### src/sv/rssb_pkg.sv
`default_nettype none

package rssb_pkg;

	localparam int PX_W      = 9;
	localparam int PY_W      = 8;
	localparam int CH_W      = 8;
	localparam int NCH       = 3;
	localparam int PIX_W     = NCH * CH_W;
	localparam int CX_W      = 11;
	localparam int LIM_W     = 9;
	localparam int CFG_W     = 11;
	localparam int CFG_IDX_W = 2;

	// distance datapath
	localparam int DX_W   = 12;
	localparam int SQ_W   = 22;
	localparam int ROOT_W = 19;
	localparam int RAD_W  = 2 * ROOT_W;
	localparam int FRAC_W = 11;
	localparam int IDX_W  = ROOT_W - FRAC_W;
	localparam int PROD_W = CH_W + FRAC_W + 1;

	localparam int MAX_FRAMES_DEF   = 256;
	localparam int IMAGE_WIDTH_DEF  = 320;
	localparam int IMAGE_HEIGHT_DEF = 240;

	localparam logic [LIM_W-1:0] LIMIT_RESET = LIM_W'(150);

	typedef enum logic [CFG_IDX_W-1:0] {
		REG_CENTER_X    = 2'd0,
		REG_CENTER_Y    = 2'd1,
		REG_FRAME_LIMIT = 2'd2
	} reg_idx_t;

endpackage

`default_nettype wire

### src/sv/rssb_isqrt.sv
`default_nettype none

module rssb_isqrt #(
	parameter int SIDE_W = 1
) (
	input  logic                         clk,
	input  logic                         arst_n,
	input  logic                         en,
	input  logic                         in_valid,
	input  logic [rssb_pkg::SQ_W-1:0]   in_sq,
	input  logic [SIDE_W-1:0]            in_side,
	output logic                         out_valid,
	output logic [rssb_pkg::ROOT_W-1:0] out_root,
	output logic [SIDE_W-1:0]            out_side
);

	localparam int ROOT_W = rssb_pkg::ROOT_W;
	localparam int RAD_W  = rssb_pkg::RAD_W;
	localparam int SQ_W   = rssb_pkg::SQ_W;
	localparam int NST    = ROOT_W;
	localparam int RM_W   = ROOT_W + 1;

	logic              vld_s  [NST];
	logic [RM_W-1:0]   rem_s  [NST];
	logic [ROOT_W-1:0] root_s [NST];
	logic [RAD_W-1:0]  rad_s  [NST];
	logic [SIDE_W-1:0] side_s [NST];

	logic [RM_W-1:0]   p_rem  [NST];
	logic [ROOT_W-1:0] p_root [NST];
	logic [RAD_W-1:0]  p_rad  [NST];
	logic [RM_W-1:0]   n_rem  [NST];
	logic [ROOT_W-1:0] n_root [NST];
	logic [RAD_W-1:0]  n_rad  [NST];

	// one result bit per stage: restoring square root on digit pairs
	always_comb begin
		logic [RM_W+1:0] cur;
		logic [RM_W+1:0] trial;
		logic            ge;
		p_rem[0]  = '0;
		p_root[0] = '0;
		p_rad[0]  = {in_sq, {(RAD_W-SQ_W){1'b0}}};
		for (int k = 1; k < NST; k++) begin
			p_rem[k]  = rem_s[k-1];
			p_root[k] = root_s[k-1];
			p_rad[k]  = rad_s[k-1];
		end
		for (int k = 0; k < NST; k++) begin
			cur       = {p_rem[k], p_rad[k][RAD_W-1 -: 2]};
			trial     = {{(RM_W-ROOT_W){1'b0}}, p_root[k], 2'b01};
			ge        = (cur >= trial);
			n_rem[k]  = ge ? RM_W'(cur - trial) : RM_W'(cur);
			n_root[k] = {p_root[k][ROOT_W-2:0], ge};
			n_rad[k]  = p_rad[k] << 2;
		end
	end

	always_ff @(posedge clk or negedge arst_n) begin
		if (!arst_n) begin
			for (int k = 0; k < NST; k++) begin
				vld_s[k] <= 1'b0;
			end
		end else if (en) begin
			vld_s[0] <= in_valid;
			for (int k = 1; k < NST; k++) begin
				vld_s[k] <= vld_s[k-1];
			end
		end
	end

	always_ff @(posedge clk) begin
		if (en) begin
			side_s[0] <= in_side;
			for (int k = 0; k < NST; k++) begin
				rem_s[k]  <= n_rem[k];
				root_s[k] <= n_root[k];
				rad_s[k]  <= n_rad[k];
			end
			for (int k = 1; k < NST; k++) begin
				side_s[k] <= side_s[k-1];
			end
		end
	end

	assign out_valid = vld_s[NST-1];
	assign out_root  = root_s[NST-1];
	assign out_side  = side_s[NST-1];

endmodule

`default_nettype wire

### config.mk
export PLATFORM = sky130hd
export DESIGN_NAME = rssb_isqrt
export DESIGN_NICKNAME = d
export VERILOG_FILES = /design/src/sv/rssb_pkg.sv /design/src/sv/rssb_isqrt.sv
export SDC_FILE = /design/constraint.sdc
export NUM_CORES = 1
export LEC_CHECK = 0
export BUFFER_PORTS_ARGS = -buffer_cell sky130_fd_sc_hd__buf_2
export CAP_MARGIN = 20
export CORE_MARGIN = 2
export CORE_UTILIZATION = 39
export DETAILED_ROUTE_END_ITERATION = 8
export PLACE_DENSITY_LB_ADDON = 0.2
export SLEW_MARGIN = 15
export SYNTH_ARGS = -nofsm -noshare
export SYNTH_HDL_FRONTEND = slang
export SYNTH_SLANG_ARGS = --single-unit
### constraint.sdc
create_clock -name clk -period 3.92 [get_ports clk]
set_input_delay 0.392 -clock clk [delete_from_list [all_inputs] [get_ports clk]]
set_output_delay 0.392 -clock clk [all_outputs]
set_load 0.005 [all_outputs]
# Word-level counts from Yosys, hierarchy flattened

Memories as Yosys holds them, arrays and structs flattened.
Index checks and enable logic that the tools add are counted.

$add $sub $neg: 19
Muxes and demuxes: 21
Order comparisons: 19

Operators by type and width:

| cell                                                                  | count |
|---|---|
| 22-bit by 21-bit >= comparator with 1-bit output                      | 18 |
| 20-bit 2-to-1 mux                                                     | 19 |
| 20-bit subtractor                                                     | 18 |
| 2-bit by 1-bit subtractor with 3-bit output, second input constant    | 1 |
| 2-bit by 1-bit >= comparator with 1-bit output, second input constant | 1 |
| 1-bit 2-to-1 mux                                                      | 2 |

Input port bits: 27
Memories kept: 4
Memory bits (writable): 1444
Bits in registers: 19
Output and inout bits: 21

Memory list:

| name   | words | bits a word | read ports | clocked after memory_dff | write ports | line             | text |
|---|---|---|---|---|---|---|---|
| rad_s  | 19    | 36          | 18         | 0                        | 19          | rssb_isqrt.sv:26 | `logic [RAD_W-1:0] rad_s [NST];` |
| rem_s  | 19    | 20          | 18         | 0                        | 19          | rssb_isqrt.sv:24 | `logic [RM_W-1:0] rem_s [NST];` |
| root_s | 19    | 19          | 19         | 0                        | 19          | rssb_isqrt.sv:25 | `logic [ROOT_W-1:0] root_s [NST];` |
| side_s | 19    | 1           | 19         | 0                        | 19          | rssb_isqrt.sv:27 | `logic [SIDE_W-1:0] side_s [NST];` |

# Longest topological paths before layout

Gate-level depths: netlist of run 1.
An unclocked memory read counts as a cell.

Depth after elaboration: 3
Depth in mapped cells: 13
Depth with buffers taken out: 12

# Worst setup path before layout of run 1

OpenSTA, ideal clock, no wires.

Kind: flip-flop to flip-flop
Start: memory root_s[16][0]
End: memory rem_s[17][10] in the netlist's numbering (data pin)
Stages on the path, launching flop included: 13
Setup slack: 1.020 ns
Period minus slack after synthesis: 2.900 ns
Arrival time: 2.629 ns
Data required time: 3.649 ns
Cell sequence: edfxtp_1 > inv_1 > ha_1 > inv_1 > fa_1 > nand2b_1 > a21oi_1 > nand2b_1 > a41oi_1 > o21ai_0 > clkbuf_1 > clkbuf_1 > a21oi_1

RTL lines:

| item            | line |
|---|---|
| start, declared | rssb_isqrt.sv:25 |
| end, declared   | rssb_isqrt.sv:24 |

==> impl_metrics.yaml, run 1 <==
status:
  status: "finished, final reports clean"
hold_path:
  hp-start: "in_sq[21]"
  hp-class: "in -> reg"
  hold-path-endpoint: "root_s[0][0]$_DFFE_PP_"
  hold_depth: 2
yosys:
  ys_warn_count: 0
  syn_nets: 2949
  synthCells: 2720
  async_flop_share: 0.0284
  syn_area_um2: 33200
  synth-edff-count: 649
  ys_types: 76
  ys_seq_elements: 668
  ys.flop_type: "edfxtp_1"
  synth-seq-area-share: 0.600
  syn_area_per_cell_um2: 12.2
worst_setup_path:
  worstPathArrival_ns: 3.64
  r2r_start: "rem_s[14][0]$_SDFFCE_PP0P_"
  crit_type: "reg -> reg"
  rrSetupSlack_ns: 0.65
  r2r.worst_path.cells: 10
  r2r-end: "rem_s[15][2]$_DFFE_PP_"
  crit_fanout: 8
  required_ns: 4.29
  cp-start-kind: "flop"
  crit_path_end_kind: "flop"
route:
  drtAntennaViolNets: 0
  drt-initial-drc-count: 1255
  vias_per_cell: 5.13
  dr.pass1.iters: 5
  via_count: 20815
  drc: 0
  routedWlPerCell_um: 15.9
  finalWirelength_mm: 64.4
cells_and_area:
  syn_to_final_growth_pct: 13.5
  nets: 3087
  final_area_um2: 37700
  diodes: 0
  fin_util: 0.445
  drive_gt1_frac: 0.0851
  fill_cells: 7847
floorplanning:
  start_util: 0.392
  io_pins: 48
  die_w_um: 296
  dieArea_um2: 87600
  coreArea_um2: 84900
  fp.dieH_um: 296
  rows: 107
sta:
  finalSetupViolations: 0
  holdWs_ns: 0.0564
  period_minus_slack_ns: 3.27
  max_freq_mhz: 306
  period_share: 0.834
  worst-slew-pin-transition_ns: 0.823
  finalSetupTns_ns: 0
  slew_viol_final: 0
  relSlewSlack: 0.444
  hold_violations: 0
  rsz0062_at_grt: "false"
  finClkSkew_ns: 0.0258
cts:
  cts_buffers: 76
  clock_tree.root_cell: "clkbuf_16"
  post_cts_resized: 0
  htreeDepth: 3
  cts.sinks: 668
  insertion_delay_ns: 0.62
  cts_tree: "built"
  clock_path_buffers: 3
  clk_pin_slew_worst_paths_ns: 0.06
power:
  peakVddDrop_mv: 0.335
  power_density_nw_per_um2: 528
  leakagePower_nw: 14.6
  total_power_mw: 19.9
placement:
  dpl_cell_area_um2: 35000
  portBuffers: 47
  dpl.hpwl_mm: 46.5
  gp_congestion: 0.860
global_routing:
  grt_max_degree: 90
  grt_pass1_wl_mm: 106
  grt_overflow: 0
  grt_pass1_vias: 20985
  track_usage: 0.149
  antenna_found_initial: 0
run:
  drv_cap: 0
==> final cells by class <==
class	instances	area [um^2]	area share
clock inverter	43	450	0.0119
clock buffer	90	2020	0.0534
timing repair buffer	100	763	0.0202
inverter	248	931	0.0247
sequential	668	20000	0.529
tap	1144	1430	0.0379
multi-input combinational	1764	12200	0.323
==> cell usage in the layout, fill, tap and decap left out, types with 27 or more instances in the layout <==
| cell type | instances |
|---|---|
| edfxtp_1 | 649 |
| xnor2_1 | 101 |
| inv_1 | 248 |
| ha_1 | 195 |
| buf_2 | 46 |
| clkbuf_16 | 78 |
| nand2_1 | 199 |
| xor2_1 | 126 |
| nand3_1 | 30 |
| o211ai_1 | 28 |
| mux2_2 | 42 |
| o21ai_0 | 184 |
| a21o_1 | 44 |
| nand4_1 | 29 |
| nor3_1 | 61 |
| nor2_1 | 169 |
| nand2b_1 | 49 |
| a21oi_1 | 147 |
| nor4_1 | 34 |
| o21a_1 | 27 |
==> kinds of logic (layout without fill, tap and decap cells) <==
kind of cell               count (synthesis)  after routing  share of synthesized area
muxes                                     47             47                     0.0157
other                                      1              1                   0.000113
and+or+nand+nor                          711            711                      0.106
xor gates and xnor gates                 227            227                     0.0598
DFF                                      668            668                      0.600
AOI/OAI and AO/OA                        576            576                      0.107
adders and majority gates                202            202                     0.0776
buffers and inverters                    288            481                     0.0332
==> cell usage after synthesis (5+ instances only) <==
library cell    n  area (um^2)
a2111oi_0       6         52.6
a211o_1         6         52.6
a211oi_1       22          165
a21boi_0        8         60.1
a21o_1         44          330
a21oi_1       147          736
a311oi_1        6         52.6
a31oi_1        15         93.8
and2_1          9         56.3
and3_1         11         68.8
clkbuf_1       31          116
dfrtp_1        19          475
edfxtp_1      649        19500
fa_1            7          140
ha_1          195         2440
inv_1         248          931
mux2_2         42          473
mux2i_1         5         50.1
nand2_1       199          747
nand2b_1       49          307
nand3_1        30          150
nand4_1        29          181
nand4b_1        5         43.8
nor2_1        169          634
nor2b_1        25          156
nor3_1         62          310
nor4_1         34          213
nor4b_1         8         70.1
o211ai_1       28          210
o21a_1         27          203
o21ai_0       185          926
o21bai_1        9         67.6
o22ai_1         6         37.5
o31a_1          7         61.3
o31ai_1        17          128
o41ai_1        10         87.6
or2_2          13         81.3
or3_1          22          138
or4_1          25          188
xnor2_1       101          885
xor2_1        126         1100
==> metrics by stage <==
stage	cells	worst slack, ns
floorplan	2720	1.02
global placement	3901	0.747
detailed placement	3901	0.674
CTS	4057	0.656
global route	4057	0.395
finish	4057	0.650
==> power by group <==
part | internal (mW) | switching [mW]
logic | 1.49 | 1.91
clock network | 4.14 | 2.82
registers | 9.00 | 0.580
==> metal layers <==
metal | part of all wire | global-route usage
met1 | 0.45 | 0.190
met2 | 0.49 | 0.256
met3 | 0.040 | 0.0268
met4 | 0.023 | 0.0467
met5 | 0 | 0
==> state kept, by name (all words and copies together), names as in the netlist <==
name and flops:
out_valid 1, rem_s 330, vld_s 18, side_s 19, root_s 190, rad_s 110
==> worst max-delay path, cell delays in order (launching register included) <==
cell	delay (ns)
edfxtp_1	0.45
ha_1	0.27
inv_1	0.08
fa_1	0.21
nor2b_1	0.07
o31ai_1	0.30
a31oi_1	0.18
a211o_1	0.37
a21oi_1	0.49
inv_1	0.28
mux2_2	0.33
==> timing repair <==
action / 4_1_cts / 5_1_grt
hold buffers: 23 / 0
buffers inserted: 0 / 0
endpoints found under the setup margin: 0 / 0
endpoints found under the hold margin: 41 / 0
==> how the worst max path moves through the flow <==
stage,from,end,slack (ns),cells past startpoint
2_1_floorplan,root_s[16][0]$_DFFE_PP_,rem_s[17][10]$_DFFE_PP_,1.02,12
3_3_place_gp,rem_s[5][0]$_DFFE_PP_,rem_s[6][7]$_DFFE_PP_,0.75,7
3_5_place_dp,rem_s[5][0]$_DFFE_PP_,rem_s[6][7]$_DFFE_PP_,0.67,7
4_1_cts,rem_s[5][0]$_DFFE_PP_,rem_s[6][7]$_DFFE_PP_,0.66,7
5_1_grt,rem_s[14][0]$_SDFFCE_PP0P_,rem_s[15][2]$_DFFE_PP_,0.39,10
6_report,rem_s[14][0]$_SDFFCE_PP0P_,rem_s[15][2]$_DFFE_PP_,0.65,10
(Power assumes the default switching activity.)
==> run 2, diff against run 1 <==
- clock period: 3.92 -> 2.99 ns (I/O delays scaled with it)
==> run 2 against run 1 <==
Combinational power up 38%. Flip-flop and latch count unchanged. Critical path depth up 2. Total power up 35%. Clock power up 39%. Via count up 0.97%. Worst hold slack better by 0.029 ns. Non-clock buffer count up 63. Register-to-register slack worse by 0.63 ns. Clock-buffer cell count down 6. Clock skew down 0.0041 ns. First-iteration DRC count down 14%.
==> impl_metrics.yaml, run 2 (same netlist as run 1, synthesis figures left out) <==
floorplanning:
  fp.dieH_um: 296
  coreArea_um2: 84900
  dieArea_um2: 87600
  rows: 107
  io_pins: 48
  start_util: 0.392
  die_w_um: 296
cts:
  insertion_delay_ns: 0.62
  clock_tree.root_cell: "clkbuf_16"
  cts_tree: "built"
  cts.sinks: 668
  clock_path_buffers: 3
  cts_buffers: 77
  clk_pin_slew_worst_paths_ns: 0.06
  htreeDepth: 3
route:
  dr.pass1.iters: 6
  drtAntennaViolNets: 0
  routedWlPerCell_um: 15.7
  vias_per_cell: 5.09
  via_count: 21016
  drt-initial-drc-count: 1074
  drc: 0
  finalWirelength_mm: 64.8
worst_setup_path:
  required_ns: 3.32
  crit_path_end_kind: "flop"
  crit_type: "reg -> reg"
  worstPathArrival_ns: 3.31
  cp-start-kind: "flop"
  crit_fanout: 4
sta:
  max_freq_mhz: 336
  hold_violations: 0
  holdWs_ns: 0.0852
  worst-slew-pin-transition_ns: 0.682
  period_minus_slack_ns: 2.97
  period_share: 0.995
  slew_viol_final: 0
  finClkSkew_ns: 0.0216
  finalSetupViolations: 0
  rsz0062_at_grt: "true"
  relSlewSlack: 0.543
global_routing:
  antenna_found_initial: 0
  grt_overflow: 0
  grt_pass1_vias: 21217
  track_usage: 0.149
  grt_pass1_wl_mm: 106
  grt_max_degree: 105
cells_and_area:
  top_regs: "rem_s x330, root_s x190, rad_s x110"
  fin_cells: 4127
  fill_cells: 7699
  mostFrequentLayoutCells: "edfxtp_1 (649), inv_1 (247), nand2_1 (198)"
  registers.top_by_ff_count: "rem_s"
  syn_to_final_growth_pct: 16.3
  diodes: 0
  nets: 3151
  final_common_cell: "edfxtp_1"
  largest_reg_flops: 330
  drive_gt1_frac: 0.119
power:
  peakVddDrop_mv: 0.466
  power_density_nw_per_um2: 695
  leakagePower_nw: 15.0
placement:
  portBuffers: 47
  dpl.hpwl_mm: 47.1
  gp_congestion: 0.851
  dp_cells: 3956
status:
  status: "finished, final reports clean"
run:
  drv_cap: 0
hold_path:
  hp-class: "in -> reg"
## run 2: changes by cell type in the layout (fill, tap and decap cells not counted), sizes merged
| cell | change |
|---|---|
| clkinvlp | +8 |
| inv | +1 |
| clkbuf | -6 |
| dlygate4sd3 | +3 |
| clkinv | -1 |
| bufinv | +5 |
| buf | +60 |
## run 2: worst max-delay path: stages (launching register included)
cell and delay, ns:
edfxtp_1 0.38, inv_1 0.07, ha_1 0.15, inv_1 0.05, fa_1 0.40, nor2b_1 0.16
o31a_1 0.22, o221ai_1 0.20, o211ai_1 0.28, buf_4 0.16, o311ai_1 0.15, nor4_1 0.37
xor2_1 0.11
## run 2: area by class of cell
type	instances	area, um^2	area share
sequential	668	20000	0.516
multi-input combinational	1764	12400	0.319
clock buffer	84	2000	0.0516
tap	1144	1430	0.0370
timing repair buffer	163	1370	0.0354
inverter	248	931	0.0241
clock inverter	56	632	0.0163
## run 2: routing by layer
metal / GRT usage / up-vias / share of wire / wire length, um
met5: 0 / - / 0 / 0
met4: 0.0448 / 0 / 0.021 / 1360
met3: 0.0263 / 107 / 0.037 / 2400
met2: 0.259 / 326 / 0.50 / 32100
met1: 0.189 / 10154 / 0.45 / 28900
li1: - / 10429 / - / -
## run 2: where the power goes
part	switching, mW	internal, mW	total, mW	leakage, nW
registers	0.735	11.8	12.5	6.34
clock network	3.81	5.88	9.69	1.26
logic	2.59	2.09	4.68	7.37
total	7.13	19.8	26.9	15.0
## run 2: through the flow
stage	instance area (um^2)	total power, mW	setup slack [ns]	utilization	setup TNS (ns)
6_report	38700	26.9	0.0153	0.456	0
4_1_cts	38500	27.2	-0.0284	0.453	-0.0284
2_1_floorplan	33200	15.8	0.0898	-	0
3_3_place_gp	35600	17.2	-0.150	0.419	-0.958
3_5_place_dp	35600	17.3	-0.244	0.419	-3.06
5_1_grt	38700	28.3	-0.226	0.456	-0.295
## run 2: what timing repair did
action	in CTS	in global routing
endpoints found under the setup margin	35	101
pin swaps	2	9
gates cloned	0	0
gates resized for setup	6	31
buffers inserted	0	5
hold buffers	26	0
endpoints found under the hold margin	44	0
## run 2: worst paths after layout
path | to | start | cells past startpoint | slack [ns]
min reg2reg | rad_s[8][34]$_DFFE_PP_ | rad_s[7][32]$_DFFE_PP_ | 0 | 0.42
max reg2reg | rem_s[12][17]$_DFFE_PP_ | root_s[11][0]$_DFFE_PP_ | 12 | 0.02
min in group asynchronous | out_valid$_DFFE_PN0P_ | arst_n | 2 | 0.15
min | rad_s[1][21]$_DFFE_PP_ | en | 1 | 0.09
max in group asynchronous | vld_s[18]$_DFFE_PN0P_ | arst_n | 2 | 2.55
max | rem_s[12][17]$_DFFE_PP_ | root_s[11][0]$_DFFE_PP_ | 12 | 0.02
==> run 3, diff against run 2 <==
- CORE_UTILIZATION: 39 -> 35
==> run 3 against run 2 <==
Combinational power is essentially flat. Clock-buffer cell count rose by 12. Setup slack gained 0.086 ns. Core utilization is 4.5 points lower. Global-route usage fell by 1.3 points. Worst hold slack better by 0.0086 ns. Routed wire length rose by 1.7%. Critical path type unchanged.
==> impl_metrics.yaml, run 3 (same netlist as run 1, synthesis figures left out) <==
route:
  drtAntennaViolNets: 0
  finalWirelength_mm: 65.9
  drc: 0
  vias_per_cell: 4.96
  routedWlPerCell_um: 15.5
  drt-initial-drc-count: 1217
  dr.pass1.iters: 6
  via_count: 21116
sta:
  finClkSkew_ns: 0.0284
  layout_setup_ws_ns: 0.102
  holdWs_ns: 0.0937
  slew_viol_final: 0
  period_share: 0.966
  finalSetupViolations: 0
  period_minus_slack_ns: 2.89
  finalSetupTns_ns: 0
  worst-slew-pin-transition_ns: 0.664
  hold_violations: 0
  relSlewSlack: 0.555
  max_freq_mhz: 346
run:
  drv_cap: 0
floorplanning:
  io_pins: 48
  dieArea_um2: 97500
  coreArea_um2: 94600
  fp.dieH_um: 312
  rows: 113
  die_w_um: 312
  start_util: 0.351
worst_setup_path:
  crit_type: "reg -> reg"
  cp-start-kind: "flop"
  crit_path_end_kind: "flop"
  crit_start: "root_s[15][0]$_DFFE_PP_"
  slowest_stage: "fa_1"
  cpPeakStageDelay_ns: 0.40
  crit_chain: "inv_1, ha_1, inv_1, fa_1, nand2b_1, a21oi_2, o31ai_2, a31oi_1, nor2_1, inv_1, mux2_2"
  crit_fanout: 3
  r2r_start: "root_s[15][0]$_DFFE_PP_"
  timing.critical_path.mode_cell: "inv_1"
  required_ns: 3.36
  worstPathArrival_ns: 3.26
placement:
  dpl.hpwl_mm: 47.8
  dpl_cell_area_um2: 35800
  place_ws_ns: -0.190
  gp_congestion: 0.879
  dp_cells: 4083
  portBuffers: 47
cells_and_area:
  mostFrequentLayoutCells: "edfxtp_1 (649), inv_1 (247), nand2_1 (199)"
  drive_gt1_frac: 0.121
  fin_cells: 4260
  diodes: 0
  regArea_um2: 20000
  multi_input_area_um2: 12400
  nets: 3162
  fill_cells: 8784
  top_regs: "rem_s x330, root_s x190, rad_s x110"
  syn_to_final_growth_pct: 17.0
  registers.top_by_ff_count: "rem_s"
  final_common_cell: "edfxtp_1"
  largest_reg_flops: 330
  final_area_um2: 38900
  fin_util: 0.411
status:
  status: "finished, final reports clean"
hold_path:
  hp-start: "en"
  hp-class: "in -> reg"
cts:
  cts_buffers: 79
  insertion_delay_ns: 0.63
  cts_tree: "built"
  htreeDepth: 3
  clk_pin_slew_worst_paths_ns: 0.06
  clock_tree.root_cell: "clkbuf_16"
  clock_path_buffers: 3
  cts.sinks: 668
power:
  total_power_mw: 26.5
  leakagePower_nw: 15.0
  peakVddDrop_mv: 0.524
  power_density_nw_per_um2: 681
global_routing:
  met2_usage: 0.234
  grt_pass1_wl_mm: 109
  grt_pass1_vias: 21545
  grt_overflow: 0
  met3_usage: 0.0244
  track_usage: 0.136
  grt_max_degree: 93
  antenna_found_initial: 0
  grt.busiest_layer: "met2"
  gr-usage-met1: 0.168
==> run 3: cell types whose count changed in the layout (fill, tap and decap cells not counted), sizes merged <==
| cell | previous run | this run |
|---|---|---|
| bufinv | 12 | 6 |
| inv | 251 | 253 |
| buf | 137 | 146 |
| clkinvlp | 10 | 2 |
| clkbuf | 84 | 96 |
| clkinv | 31 | 34 |
==> run 3: timing repair <==
item	4_1_cts	5_1_grt
hold endpoints to repair	44	0
buffers inserted	1	7
hold buffers	26	0
pin swaps	3	13
resized for setup	8	43
endpoints found under the setup margin	36	94
==> run 3: layer usage <==
metal	share of wire	up-vias
met1	0.44	10127
met4	0.035	0
met5	0	-
li1	-	10471
met2	0.49	373
met3	0.035	145
==> run 3: path summary, 6_finish.rpt <==
check	slack, ns	cells past startpoint	endpoint
setup / recovery	0.10	11	rem_s[16][12]$_DFFE_PP_
hold / removal	0.09	1	rad_s[0][19]$_DFFE_PP_
setup reg to reg	0.10	11	rem_s[16][12]$_DFFE_PP_
hold reg to reg	0.42	0	rad_s[5][34]$_DFFE_PP_
max in group asynchronous	2.53	2	vld_s[12]$_DFFE_PN0P_
min in group asynchronous	0.17	2	out_valid$_DFFE_PN0P_
==> run 3: worst max-delay path: cells and delay by family (launching register included) <==
family                   cells  cell delay [ns]
AO/OA/AOI/OAI                3             0.65
adder cells (fa/ha/maj)      2             0.59
buffers and inverters        3             0.30
flip-flops                   1             0.38
multiplexers                 1             0.36
AND/OR/NAND/NOR              2             0.35
==> run 3: cell type report <==
type,count,share of cell area
inverters,248,0.0239
repair buffers,172,0.0377
multi-input cells,1764,0.320
clock inverters,47,0.0110
clock buffers,96,0.0533
well taps,1265,0.0407
flip-flops and latches,668,0.513
==> run 3: power by group <==
group          internal, mW  leakage [nW]  switching, mW
Sequential             11.8          6.34          0.753
Clock                  5.46          1.22           3.76
Combinational          2.12          7.44           2.60
Total                  19.4          15.0           7.11
